[src/rtl/assert_macros.svh]
// ----------------------------------------------------------------------------
// Assertion macros
// Shared concurrent assertion forms, clocked on clk and held off during reset.
// ----------------------------------------------------------------------------
`ifndef ASSERT_MACROS_SVH
`define ASSERT_MACROS_SVH

// A condition that must hold at every clock edge out of reset.
`define TNC_ASSERT(name, expr, msg) \
	name: assert property (@(posedge clk) disable iff (!arst_n) (expr)) else $error(msg);

// When the antecedent holds, the consequent must hold at the same edge.
`define TNC_ASSERT_IMPL(name, ante, cons, msg) \
	name: assert property (@(posedge clk) disable iff (!arst_n) (ante) |-> (cons)) \
		else $error(msg);

`endif

[src/rtl/tnc_pkg.sv]
// ----------------------------------------------------------------------------
// tnc_pkg
// Types and constants shared by the toroidal neighbor count block.
// ----------------------------------------------------------------------------
package tnc_pkg;

	localparam int CELLS_W   = 64;
	localparam int ROW_IDX_W = 6;
	localparam int COL_W     = 6;
	localparam int COUNT_W   = 4;
	localparam int S_TDATA_W = 72;
	localparam int M_TDATA_W = 16;

	localparam logic CMD_LOAD = 1'b0;
	localparam logic CMD_READ = 1'b1;

	typedef enum logic [1:0] {
		ST_IDLE,
		ST_FETCH,
		ST_CALC,
		ST_EMIT
	} state_t;

	typedef struct packed {
		logic busy;
		logic done;
	} ser_status_t;

endpackage

[src/rtl/tnc_lane.sv]
// ----------------------------------------------------------------------------
// tnc_lane
// Counts the live cells among the eight neighbors of one column.
// ----------------------------------------------------------------------------
module tnc_lane
	import tnc_pkg::*;
(
	input  logic [7:0]         neighbors,
	output logic [COUNT_W-1:0] count
);

	always_comb begin
		count = '0;
		for (int i = 0; i < 8; i++) begin
			count = count + COUNT_W'(neighbors[i]);
		end
	end

endmodule

[config.mk]
export PLATFORM = sky130hd
export DESIGN_NAME = tnc_lane
export DESIGN_NICKNAME = d
export VERILOG_FILES = /design/src/rtl/assert_macros.svh /design/src/rtl/tnc_pkg.sv /design/src/rtl/tnc_lane.sv
export SDC_FILE = /design/constraint.sdc
export NUM_CORES = 1
export LEC_CHECK = 0
export BUFFER_PORTS_ARGS = -buffer_cell sky130_fd_sc_hd__clkbuf_2
export CORE_AREA = 3 3 40 42
export DETAILED_ROUTE_END_ITERATION = 6
export DIE_AREA = 0 0 43 45
export SLEW_MARGIN = 15
export SYNTH_ARGS = -nofsm -noshare
export SYNTH_HDL_FRONTEND = slang
export SYNTH_SLANG_ARGS = --single-unit
[constraint.sdc]
create_clock -name vclk -period 4.7
set_input_delay 0.235 -clock vclk [all_inputs]
set_output_delay 0.235 -clock vclk [all_outputs]
set_load 0.1 [all_outputs]
==> reports/qor.csv <==
metric;value;unit
Buffers & Inverters on Critical Path;5;
DP HPWL;304;µm
Worst Path Arrival;3.02;ns
Area growth, synth to finish;41.4;%
complex-gate fraction of the synthesized area;2.63;%
WL met2;136;µm
CP delay by family, top;adder cells;
CP max stage cell;fa_1;
full die area;0.00194;mm²
Sequential Power Share;0;%
synth unique cells;6;
FMAX;308;MHz
Max rail drop VDD;0.000196;V
post-route ant nets;0;
largest net degree at the start of global routing;3;
initial antenna violation count;0;
share of cells above drive strength 1;33.3;%
Fillers;156;
register area share after synthesis;0;%
Crit Path Class;in2out;
residual DRC count;0;
total gr overflow;0;
P_leak;0.179;nW
Global Route Usage Sum;3.67;%
top sig layer;met3;
sequential standard cell area;0;µm²
via count;161;
post-synthesis mux area share;0;%
Pwr per Cell Area;553;mW/mm²
outcome;finished, final reports clean;
Clock Power Share;0;%
DR pass1 iterations;1;
MaxCap Viol Count;0;
Inserted Diodes;0;
switching power total;122;µW
quantity of I/O buffers inserted on ports;12;
Worst-Margin Slew;0.544;ns
vias in the first global route;162;
Final #Nets;53;
Mean Syn Cell Area;7.92;µm²
Initial Util;14.8;%
Post-Syn Area;190;µm²
die width;43;µm
worst hold path class;in2out;
post-CTS resize count;0;
Worst Path Max Fanout;2;
RSZ-0062 raised after global routing;false;
crit-path cells;clkbuf_2, inv_1, fa_1, fa_1, fa_1, inv_1, ha_1, inv_1, fa_1, xnor2_1, clkbuf_2;
wire length on met1;121;µm
post-route clock period utilization;69.2;%
TNS Setup;0;ns
Final setup viols;0;
Logic pwr share;100.0;%
Synth warnings;0;
hold_sp;neighbors[2];
most frequent CP cell;fa_1;
minimum clock period;3.25;ns
clock buf count;0;
P_int;26.9;µW
Crit. Startpoint;neighbors[0];
final hold violations;0;
cell count after synthesis;24;
initial drt markers;0;
DR WL met3;40;µm
Switching Fraction;81.9;%
most common cell after layout, fill and taps aside;inv_1;
row count;13;
Routed WL;298;µm
Slew HR;63.9;%
area of the core;0.00128;mm²
commonest non-fill, non-tap cells in the layout;14 x inv_1, 12 x clkbuf_2, 4 x fa_1, 3 x ha_1;
adder-cell share of the synthesized area;61.8;%
Req. time, crit path;4.47;ns
Vias/cell;3.16;
routed len/inst;5.84;µm
total power;149;µW
Post-Syn Nets;39;
Worst setup SP type;input port;
xor-xnor portion of the synthesized cell area;4.61;%
number of buffers added for setup after CTS;0;
num sequential;0;
Max Slew Vio Count;0;
Die H;45;µm
Boundary Pins;12;
Crit. End Element;primary output;
routability cong.;0.632;
largest family of logic cells by synthesized area;adder cells;
CP peak stage delay;0.55;ns
first-pass GRT wire length;593;µm
Synth Area in Simple Gates;3.29;%
hold-fix buffer count after cts;0;
## cells in the mapped netlist
master   number  area (µm²)
inv_1        14        52.6
a21oi_1       1        5.00
xnor2_1       1        8.76
ha_1          3        37.5
nor2b_1       1        6.26
fa_1          4        80.1
## worst paths after layout
path        to  slack [ns]  cells past startpoint
min   count[0]        1.11                      3
max   count[2]        1.45                     11
## power by group through the flow
stage                     logic (mW)  registers [mW]  clock network (mW)
after global placement         0.150               0                   0
final                          0.149               0                   0
after detailed placement       0.150               0                   0
after floorplan                0.132               0                   0
after global routing           0.160               0                   0
after CTS                      0.151               0                   0
## cell type report
type / instances / area, µm² / area share [%]
repair buffers: 12 / 60.1 / 22.3
multi-input cells: 10 / 138 / 51.2
well taps: 15 / 18.8 / 6.98
inverters: 14 / 52.6 / 19.5
## cells by family (layout without fill, tap and decap cells)
| family | Yosys count | in the layout |
|---|---|---|
| adders and majority gates | 7 | 7 |
| and+or+nand+nor | 1 | 1 |
| buffers and inverters | 14 | 26 |
| xor gates and xnor gates | 1 | 1 |
| AOI/OAI and AO/OA | 1 | 1 |
## stage by stage
step                setup WS, ns  utilization (%)  cells  cell area, µm²  hold slack, ns
detailed placement          1.43             20.9     51             269            1.11
finish                      1.45             20.9     51             269            1.11
floorplan                  0.616                -     24             190            1.02
global route                1.26             20.9     51             269            1.14
global placement            1.42             20.9     51             269            1.11
CTS                         1.42             20.9     51             269            1.12
## metal layers
layer | track usage [%] | up-vias
li1 | - | 86
met1 | 5.10 | 67
met5 | 0 | -
met2 | 6.89 | 8
met4 | 0 | 0
met3 | 0 | 0
No activity file was read; power rests on OpenSTA's default activity.
