File: config.mk
export PLATFORM = sky130hd
export DESIGN_NAME = tnc_row_store
export DESIGN_NICKNAME = d
export VERILOG_FILES = /design/src/rtl/assert_macros.svh /design/src/rtl/tnc_row_store.sv
export SDC_FILE = /design/constraint.sdc
export NUM_CORES = 2
export LEC_CHECK = 0
export ABC_CLOCK_PERIOD_IN_PS = 2200
export BUFFER_PORTS_ARGS = -buffer_cell sky130_fd_sc_hd__buf_2
export CORE_ASPECT_RATIO = 1.1
export CORE_MARGIN = 2
export CORE_UTILIZATION = 53
export DETAILED_ROUTE_END_ITERATION = 8
export GPL_TIMING_DRIVEN = 0
export HOLD_SLACK_MARGIN = 0.06
export PLACE_DENSITY = 0.73
export SLEW_MARGIN = 40
export SYNTH_ARGS = -nofsm -noshare
export SYNTH_HDL_FRONTEND = slang
export SYNTH_SLANG_ARGS = --single-unit
File: constraint.sdc
create_clock -name clk -period 2.2 [get_ports clk]
set_input_delay 0 -clock clk [delete_from_list [all_inputs] [get_ports clk]]
set_output_delay 0 -clock clk [all_outputs]
set_load 0.005 [all_outputs]
File: src/rtl/assert_macros.svh
// ----------------------------------------------------------------------------
// Assertion macros
// Shared concurrent assertion forms, clocked on clk and held off during reset.
// ----------------------------------------------------------------------------
`ifndef ASSERT_MACROS_SVH
`define ASSERT_MACROS_SVH

// A condition that must hold at every clock edge out of reset.
`define TNC_ASSERT(name, expr, msg) \
	name: assert property (@(posedge clk) disable iff (!arst_n) (expr)) else $error(msg);

// When the antecedent holds, the consequent must hold at the same edge.
`define TNC_ASSERT_IMPL(name, ante, cons, msg) \
	name: assert property (@(posedge clk) disable iff (!arst_n) (ante) |-> (cons)) \
		else $error(msg);

`endif

File: src/rtl/tnc_row_store.sv
// ----------------------------------------------------------------------------
// tnc_row_store
// Grid memory, one row per entry, with a per-row valid bit that makes
// never-loaded rows read as all dead.
// ----------------------------------------------------------------------------
module tnc_row_store #(
	parameter int GRID_SIZE = 64,
	parameter int ROW_W     = 6
) (
	input  logic                 clk,
	input  logic                 arst_n,
	input  logic                 wr_en,
	input  logic [ROW_W-1:0]     wr_addr,
	input  logic [GRID_SIZE-1:0] wr_data,
	input  logic                 rd_en,
	input  logic [ROW_W-1:0]     rd_addr,
	output logic [GRID_SIZE-1:0] rd_data
);

	logic [GRID_SIZE-1:0] mem [GRID_SIZE];
	logic [GRID_SIZE-1:0] valid_q;
	logic [GRID_SIZE-1:0] rd_data_q;

	always_ff @(posedge clk or negedge arst_n) begin
		if (!arst_n) begin
			valid_q <= '0;
		end else if (wr_en) begin
			valid_q[wr_addr] <= 1'b1;
		end
	end

	always_ff @(posedge clk) begin
		if (wr_en) begin
			mem[wr_addr] <= wr_data;
		end
	end

	always_ff @(posedge clk) begin
		if (rd_en) begin
			rd_data_q <= valid_q[rd_addr] ? mem[rd_addr] : '0;
		end
	end

	assign rd_data = rd_data_q;

endmodule

==> metrics.cfg <==
[status]
run_status = finished with violations
failed_checks = negative setup slack

[clock_tree]
cts.clk_slew.worst_paths_ns = 0.07
cts.sink_count = 4224
htree_num_levels = 5
max-clock-path-buffers = 4
cts_inserted_buffers = 412
insertion_delay_ns = 1.01
cts.root.buffer_cell = clkbuf_16
cts_tree = yes

[global_routing]
grt_usage_pct = 34.1
number_of_global_route_vias_before_repair = 88000
grt_start_max_net_pins = 65
antenna_found_initial = 49
grt-ovfl-total = 0
grt_pass1_wl_mm = 715

[critical_path]
path_type_of_the_worst_setup_path = in -> reg
kind_of_start_point_of_the_critical_path = primary input
worstPathMaxFanout = 10
crit_slowest_cell = mux2i_1
crit_start = rd_addr[0]
critical_path.endpoint_type = flip-flop
critical_path.cell_chain = buf_6, buf_6, buf_4, buf_4, buf_6, buf_4, mux2i_1, nand2_1, o211ai_1, a211o_1, a31oi_4
max_stage_delay_ns = 0.83
worst-endpoint-arrival_ns = 3.61
crit-reg2reg-launch = valid_q[32]
crit_path_required_time_ns = 2.87

[timing]
rsz0062_at_grt = true
worstMarginPinSlew_ns = 0.940
final.setup_skew_ns = 0.0580
hold_violations = 0
period_minus_slack_ns = 2.94
fin_setup_tns_ns = -71.17
slew_headroom_pct = 35.5
report.final.slew_viol_count = 0
max_freq_mhz = 340
setup_viol = 196
finalWorstSetupSlack_ns = -0.740
finalCritPeriodShare_pct = 134

[drt]
first_iter_violations = 17300
route.detailed.vias_per_inst = 7.00
ant_nets = 0
drt-total-wl_mm = 529
routed-via-count = 90000
remaining_routing_drc_violations = 0
wire_per_inst_um = 41.1
first_drt_pass_iteration_count = 9

[cells_and_area]
nFillCells = 19100
nets = 8498
layout-area-overhead-vs-synth_pct = 18.9
design_area_mm2 = 0.192
layout.area.seq_mm2 = 0.127
layout-drive-gt1-share_pct = 30.5
multi_input_area_mm2 = 0.0341

[synthesis]
cell_area_synth_mm2 = 0.161
synth.distinct_cells = 59
synthesis.nets = 7439
synthCells = 7359
synth_async_sr_flop_share_pct = 1.52
synth_top_flop_cell = edfxtp_1
synth_area_per_cell_um2 = 21.9
synth_sequential_area_ratio_pct = 78.4
synth_enable_flop_cells = 4160
total_number_of_yosys_warnings = 0
postSynthRegisterBits = 4224

[placement]
postPlaceCellArea_mm2 = 0.176
io_buffers = 136
place.gp.congestion = 0.912
dp.final_hpwl_mm = 350

[floorplanning]
dieArea_mm2 = 0.309
floorplan.core_area_mm2 = 0.303
initial_core_util_pct = 53.2
die_width_um = 530
std_cell_rows = 212
die_height_um = 583
ios = 144

[min_path]
hold_class = in -> reg
hold_path_startpoint = wr_addr[4]

[power]
power.ir.vdd_worst_v = 0.000703
p_leak_nw = 62.5
power_density_mw_per_mm2 = 896

[run]
max_cap_viol_count = 0

area by class of cell:
type	instances	share of cell area [%]
multi-input combinational	2709	17.8
timing repair buffer	648	5.24
clock buffer	500	5.62
clock inverter	258	1.33
inverter	5	0.00978
sequential	4224	65.9
antenna	33	0.0430
tap	4066	2.65
buffer	418	1.41
metal layers:
layer / up-vias / wire [µm] / global-route usage (%)
met1: 45800 / 165000 / 42.1
met5: - / 669 / 0.800
met3: 2068 / 81300 / 12.3
met2: 8844 / 234000 / 50.5
li1: 33300 / - / -
met4: 22 / 48000 / 23.3
state kept, by name (all words and copies together), names as in the netlist:
register and count:
mem 4096, valid_q 64, rd_data 64
metrics by stage:
| stage | hold WS [ns] | instances | total power [mW] | setup slack (ns) | util [%] |
|---|---|---|---|---|---|
| finish | 0.0901 | 12900 | 172 | -0.740 | 63.3 |
| global placement | 0.351 | 11600 | 101 | -3.47 | 55.3 |
| CTS | 0.0709 | 12800 | 171 | -0.492 | 63.1 |
| global route | 0.0861 | 12800 | 175 | -0.616 | 63.3 |
| floorplan | -0.296 | 7359 | 96.0 | -0.530 | - |
| detailed placement | 0.141 | 11900 | 101 | -2.57 | 58.0 |
power by group:
group / internal (mW) / total [mW] / leakage, nW / switching, mW
logic: 3.91 / 11.7 / 17.7 / 7.79
clock network: 39.4 / 70.6 / 6.51 / 31.1
registers: 89.3 / 89.6 / 38.3 / 0.301
total: 133 / 172 / 62.5 / 39.2
worst max-delay path, delay by kind of cell:
kind | cells | cell delay, ns
muxes | 1 | 0.83
and+or+nand+nor | 1 | 0.14
buffers and inverters | 6 | 2.04
AOI/OAI and AO/OA | 3 | 0.52
synth_stat cells, types with 67 or more instances:
cell      number  area (µm²)
nor2_1       124         465
mux2i_1      458        4580
edfxtp_1    4160      125000
a21oi_1       89         445
a22oi_1      118         886
clkbuf_1     170         638
nand3_1       83         415
buf_2        108         541
o22ai_1      148         926
or2_2         68         425
o21ai_0       67         335
mux2_2        87         980
a31oi_1       74         463
mux4_2       843       19000
buf_4         76         571
nand2_1      191         717
path summary, 6_finish.rpt:
check	to	slack, ns	cells past startpoint
hold / removal	mem[30][29]	0.09	3
max in group asynchronous	valid_q[24]	1.47	3
hold reg to reg	valid_q[29]	0.46	1
min in group asynchronous	valid_q[16]	0.29	3
setup reg to reg	rd_data[18]	-0.65	7
setup / recovery	rd_data[36]	-0.74	11
kinds of logic (layout without fill, tap and decap cells):
family          Yosys count  count (layout)  share of synthesized area [%]
mux                    1401            1401                           15.4
compound gates          714             714                           3.03
buf+inv                 426            1829                           1.36
other cells               0              33                              0
flops                  4224            4224                           78.4
simple gates            594             594                           1.77
cells in the final DEF, fill, tap and decap left out, drive strengths merged, types with 5 or more instances in the layout:
cell         instances
nor3                17
o311a               11
nor4                26
clkinv             189
diode               33
o22ai              148
a221oi              25
and2                34
o211ai              22
edfxtp            4160
mux2i              458
nand2b              15
nand2              191
mux2                87
a2bb2oi             12
dlygate4sd3         95
mux4               856
nor2               124
a21oi               89
nor2b               20
buf                786
a211oi               6
inv                 24
bufinv              37
dfrtp               64
a31oi               74
a2111oi              5
a22oi              118
clkinvlp            13
or2                 68
clkbuf             679
a21o                26
o221ai              57
o21a                13
o21ai               67
a211o               26
nand3               83
timing repair:
action,in CTS,in global routing
endpoints found under the hold margin,5333,672
resized for setup,250,40
hold buffers,89,15
setup buffers,10,22
cloned,5,0
pin swaps,17,12
setup endpoints to repair,64,515
No activity file was read; power rests on OpenSTA's default activity.
