<file path="config.mk">
export PLATFORM = sky130hd
export DESIGN_NAME = tnc_serializer
export DESIGN_NICKNAME = d
export VERILOG_FILES = /design/src/rtl/assert_macros.svh /design/src/rtl/tnc_pkg.sv /design/src/rtl/tnc_serializer.sv
export SDC_FILE = /design/constraint.sdc
export NUM_CORES = 1
export LEC_CHECK = 0
export ABC_CLOCK_PERIOD_IN_PS = 9400
export BUFFER_PORTS_ARGS = -buffer_cell sky130_fd_sc_hd__buf_2
export CORE_AREA = 8 8 189 191
export CTS_CLUSTER_DIAMETER = 60
export DETAILED_ROUTE_END_ITERATION = 6
export DIE_AREA = 0 0 197 199
export RECOVER_POWER = 50
export SYNTH_ARGS = -nofsm -noshare
export SYNTH_HDL_FRONTEND = slang
export SYNTH_SLANG_ARGS = --single-unit
</file>
<file path="constraint.sdc">
create_clock -name clk -period 9.4 [get_ports clk]
set_clock_uncertainty 0.2 [all_clocks]
set_input_delay 1.88 -clock clk [delete_from_list [all_inputs] [get_ports clk]]
set_output_delay 1.88 -clock clk [all_outputs]
set_load 0.01 [all_outputs]
</file>
<file path="src/rtl/assert_macros.svh">
// ----------------------------------------------------------------------------
// Assertion macros
// Shared concurrent assertion forms, clocked on clk and held off during reset.
// ----------------------------------------------------------------------------
`ifndef ASSERT_MACROS_SVH
`define ASSERT_MACROS_SVH

// A condition that must hold at every clock edge out of reset.
`define TNC_ASSERT(name, expr, msg) \
	name: assert property (@(posedge clk) disable iff (!arst_n) (expr)) else $error(msg);

// When the antecedent holds, the consequent must hold at the same edge.
`define TNC_ASSERT_IMPL(name, ante, cons, msg) \
	name: assert property (@(posedge clk) disable iff (!arst_n) (ante) |-> (cons)) \
		else $error(msg);

`endif

</file>
<file path="src/rtl/tnc_pkg.sv">
// ----------------------------------------------------------------------------
// tnc_pkg
// Types and constants shared by the toroidal neighbor count block.
// ----------------------------------------------------------------------------
package tnc_pkg;

	localparam int CELLS_W   = 64;
	localparam int ROW_IDX_W = 6;
	localparam int COL_W     = 6;
	localparam int COUNT_W   = 4;
	localparam int S_TDATA_W = 72;
	localparam int M_TDATA_W = 16;

	localparam logic CMD_LOAD = 1'b0;
	localparam logic CMD_READ = 1'b1;

	typedef enum logic [1:0] {
		ST_IDLE,
		ST_FETCH,
		ST_CALC,
		ST_EMIT
	} state_t;

	typedef struct packed {
		logic busy;
		logic done;
	} ser_status_t;

endpackage

</file>
<file path="src/rtl/tnc_serializer.sv">
// ----------------------------------------------------------------------------
// tnc_serializer
// Takes the counts of all lanes at once and sends them out one column per
// beat, lowest column first.
// ----------------------------------------------------------------------------
module tnc_serializer
	import tnc_pkg::*;
#(
	parameter int GRID_SIZE = 64
) (
	input  logic                         clk,
	input  logic                         arst_n,
	input  logic                         load,
	input  logic [GRID_SIZE*COUNT_W-1:0] counts,
	output logic                         m_tvalid,
	input  logic                         m_tready,
	output logic [M_TDATA_W-1:0]         m_tdata,
	output logic                         m_tlast,
	output ser_status_t                  status
);

	localparam logic [COL_W-1:0] LAST_COL = COL_W'(GRID_SIZE - 1);

	logic [GRID_SIZE*COUNT_W-1:0] counts_q;
	logic [COL_W-1:0]             col_q;
	logic                         busy_q;
	logic                         beat;
	logic                         last;

	assign last = (col_q == LAST_COL);
	assign beat = busy_q & m_tready;

	always_ff @(posedge clk or negedge arst_n) begin
		if (!arst_n) begin
			busy_q <= 1'b0;
			col_q  <= '0;
		end else if (load) begin
			busy_q <= 1'b1;
			col_q  <= '0;
		end else if (beat) begin
			col_q <= col_q + COL_W'(1);
			if (last) begin
				busy_q <= 1'b0;
			end
		end
	end

	always_ff @(posedge clk) begin
		if (load) begin
			counts_q <= counts;
		end else if (beat) begin
			counts_q <= {COUNT_W'(0), counts_q[GRID_SIZE*COUNT_W-1:COUNT_W]};
		end
	end

	assign m_tvalid    = busy_q;
	assign m_tdata     = {{(M_TDATA_W - COL_W - COUNT_W){1'b0}}, counts_q[COUNT_W-1:0], col_q};
	assign m_tlast     = last;
	assign status.busy = busy_q;
	assign status.done = beat & last;

endmodule

</file>
==> run_results.csv <==
group,metric,value,unit
power_and_ir_drop,finalPower,2.90,mW
detailed_routing,drtPass1Iterations,4,
die,rows,67,
layout,final_common_cell,"buf_2",
clocking,numCtsBuffers,34,
die,die_h,199,um
die,fp.coreArea,32900,um2
clocking,holdBufCountCts,0,
die,fp.dieW,197,um
detailed_routing,postRouteAntennaNets,0,
sta,slew_viol_final,246,
detailed_routing,wirelength,24200,um
detailed_routing,drt_iter0_drc,315,
run_status,violations,"capacitance limit, slew limit",
power_and_ir_drop,power_density,209,nW/um2
placement,hpwlAfterDp,16500,um
sta,period_share,68.3,%
sta,timing.fmax,156,MHz
clocking,cts.path.max_buffers,3,
die,dieArea,39200,um2
global_routing,grt_pass1_wl,36300,um
placement,dp_slack,4.35,ns
logic_synthesis,synth-seq-cells,263,
clocking,cts_resized,0,
run_status,status,"complete, but fails checks",
logic_synthesis,synth_compound_area_share,0.332,%
setup_path,critPathBufInv,2,
sta,tns,0,ns
setup_path,endpoint_kind,"register",
setup_path,crit_fanout,95,
setup_path,cp-start-kind,"primary input",
sta,slew_headroom,-214,%
global_routing,grt_max_degree,185,
layout,syn_to_final_growth,23.1,%
layout,final_cell_mix,"buf_2, edfxtp_1, mux2_2",
flow_run,drv_cap,3,
sta,finalSetupViolations,0,
placement,portBuffers,273,
global_routing,gr-usage-all-layers,11.8,%
setup_path,cpLargestDelayFamily,"buffers and inverters",
logic_synthesis,syn_area,11300,um2
layout,stdcell_count,1344,
sta,fin_ws,2.98,ns
sta,period_minus_slack,6.42,ns
global_routing,antenna_found_initial,12,
logic_synthesis,muxShareOfSynthArea,25.2,%
logic_synthesis,synth_warnings,0,
die,pin_count,280,
global_routing,overflow,0,
clocking,clock_sinks,263,
detailed_routing,drc,0,
clocking,cts_tree,"done",
sta,hold_viol_final,0,
logic_synthesis,synth_cells,591,
power_and_ir_drop,vdd_ir_drop_max,0.145,mV
clocking,clock_latency,0.49,ns
layout,fin_nets,1129,
placement,place_congestion,0.779,
power_and_ir_drop,p_leak,5.34,nW
logic_synthesis,syn_avg_cell_area,19.1,um2
sta,worst_pin_slew,4.71,ns
setup_path,cpMaxStageDelayCell,"clkbuf_1",
clocking,htree_levels,2,
setup_path,path_class,"in -> reg",
sta,grt_setup_unrepaired,"false",
clocking,cts.root.buffer_cell,"clkbuf_16",
die,start_util,34.4,%
layout,fillCellCount,3042,
min_path,hold_path_class,"reg -> reg",
logic_synthesis,yosys.area_share.simple,1.01,%
setup_path,max_stage_delay,3.33,ns
clocking,path_clk_slew,0.06,ns
logic_synthesis,yosys.area_share.adder,0.111,%
detailed_routing,num_vias,6043,
logic_synthesis,synthDistinctLibCells,25,
logic_synthesis,synth-xor-area-share,0.155,%
setup_path,worstPathRequired,9.52,ns
setup_path,worst_ep_arrival_time,6.54,ns
layout,drive_gt1_share,62.4,%
logic_synthesis,seq_area_frac_synth,69.6,%
logic_synthesis,synth_top_family_by_area,"multiplexers",
global_routing,grt_pass1_vias,6482,
placement,dp_cells,1280,
detailed_routing,wl_per_cell,18.0,um
setup_path,crit_chain,"buf_8 -> clkbuf_1 -> mux2_2",
detailed_routing,via_per_inst,4.50,
clocking,post_cts.repair.setup_buffers,0,
-- power breakdown --
| group | internal, mW | total (mW) | switching (mW) |
|---|---|---|---|
| registers | 1.44 | 1.47 | 0.0317 |
| logic | 0.145 | 0.238 | 0.0927 |
| clock network | 0.716 | 1.19 | 0.477 |
| total | 2.30 | 2.90 | 0.602 |
-- sequential cells by signal, indices dropped and copies added, names as in the netlist --
register	cells
col_q	6
counts_q	256
m_tvalid	1
-- synth_stat cells --
cell / instances / area [um2]
edfxtp_1: 256 / 7690
mux2_2: 253 / 2850
buf_6: 27 / 304
buf_4: 12 / 90.1
dfrtp_1: 7 / 175
nor2_1: 5 / 18.8
and2_1: 4 / 25.0
nand2_1: 4 / 15.0
nand3_1: 4 / 20.0
a21oi_1: 2 / 10.0
inv_1: 2 / 7.51
nor3_1: 2 / 10.0
a31oi_1: 1 / 6.26
buf_2: 1 / 5.00
conb_1: 1 / 3.75
ha_1: 1 / 12.5
nand2_2: 1 / 6.26
nor2b_1: 1 / 6.26
nor4_1: 1 / 6.26
o21a_1: 1 / 7.51
o21ai_0: 1 / 5.00
o31a_1: 1 / 8.76
or3_1: 1 / 6.26
xnor2_1: 1 / 8.76
xor2_1: 1 / 8.76
-- through the flow --
stage / cell area (um2) / util [%] / hold WS [ns]
3_3_place_gp: 12900 / 39.3 / 0.325
4_1_cts: 13900 / 42.4 / 0.342
5_1_grt: 13900 / 42.3 / 0.353
2_1_floorplan: 11300 / - / 0.325
6_report: 13900 / 42.3 / 0.341
3_5_place_dp: 12900 / 39.3 / 0.333
-- cell type report --
type	instances	area, um2	area share (%)
flip-flops and latches	263	7860	56.5
multi-input cells	291	3050	21.9
repair buffers	276	1390	9.97
well taps	448	561	4.03
inverters	2	7.51	0.0540
clock buffers	45	913	6.57
diodes	4	10.0	0.0720
clock inverters	15	118	0.845
-- worst paths after layout --
kind	start	to	slack [ns]	depth (start not counted)
max in group asynchronous	arst_n	col_q[5]	7.64	1
min reg2reg	counts_q[103]	counts_q[99]	0.34	1
min	counts_q[103]	counts_q[99]	0.34	1
min in group asynchronous	arst_n	col_q[4]	1.08	1
max	load	counts_q[26]	2.98	3
max reg2reg	m_tvalid	counts_q[195]	4.96	3
-- per-layer routing --
layer | vias up | routed length (um) | track usage, %
met4 | 18 | 389 | 2.95
met5 | - | 112 | 0
li1 | 2856 | - | -
met1 | 2907 | 10500 | 15.3
met3 | 49 | 2250 | 5.18
met2 | 213 | 10900 | 18.0
-- worst reg2reg max path, delay by kind of cell (launching register included) --
kind                   cells  cell delay (ns)
flip-flops                 1             0.45
AND/OR/NAND/NOR            2             2.37
buffers and inverters      1             0.70
-- cell families after synthesis --
kind of cell / Yosys count
other cells: 1
compound gates: 6
flops: 263
buf+inv: 42
mux: 253
simple gates: 23
xor+xnor: 2
fa+ha+maj: 1
Note: power is estimated with default switching activity, not from simulation.
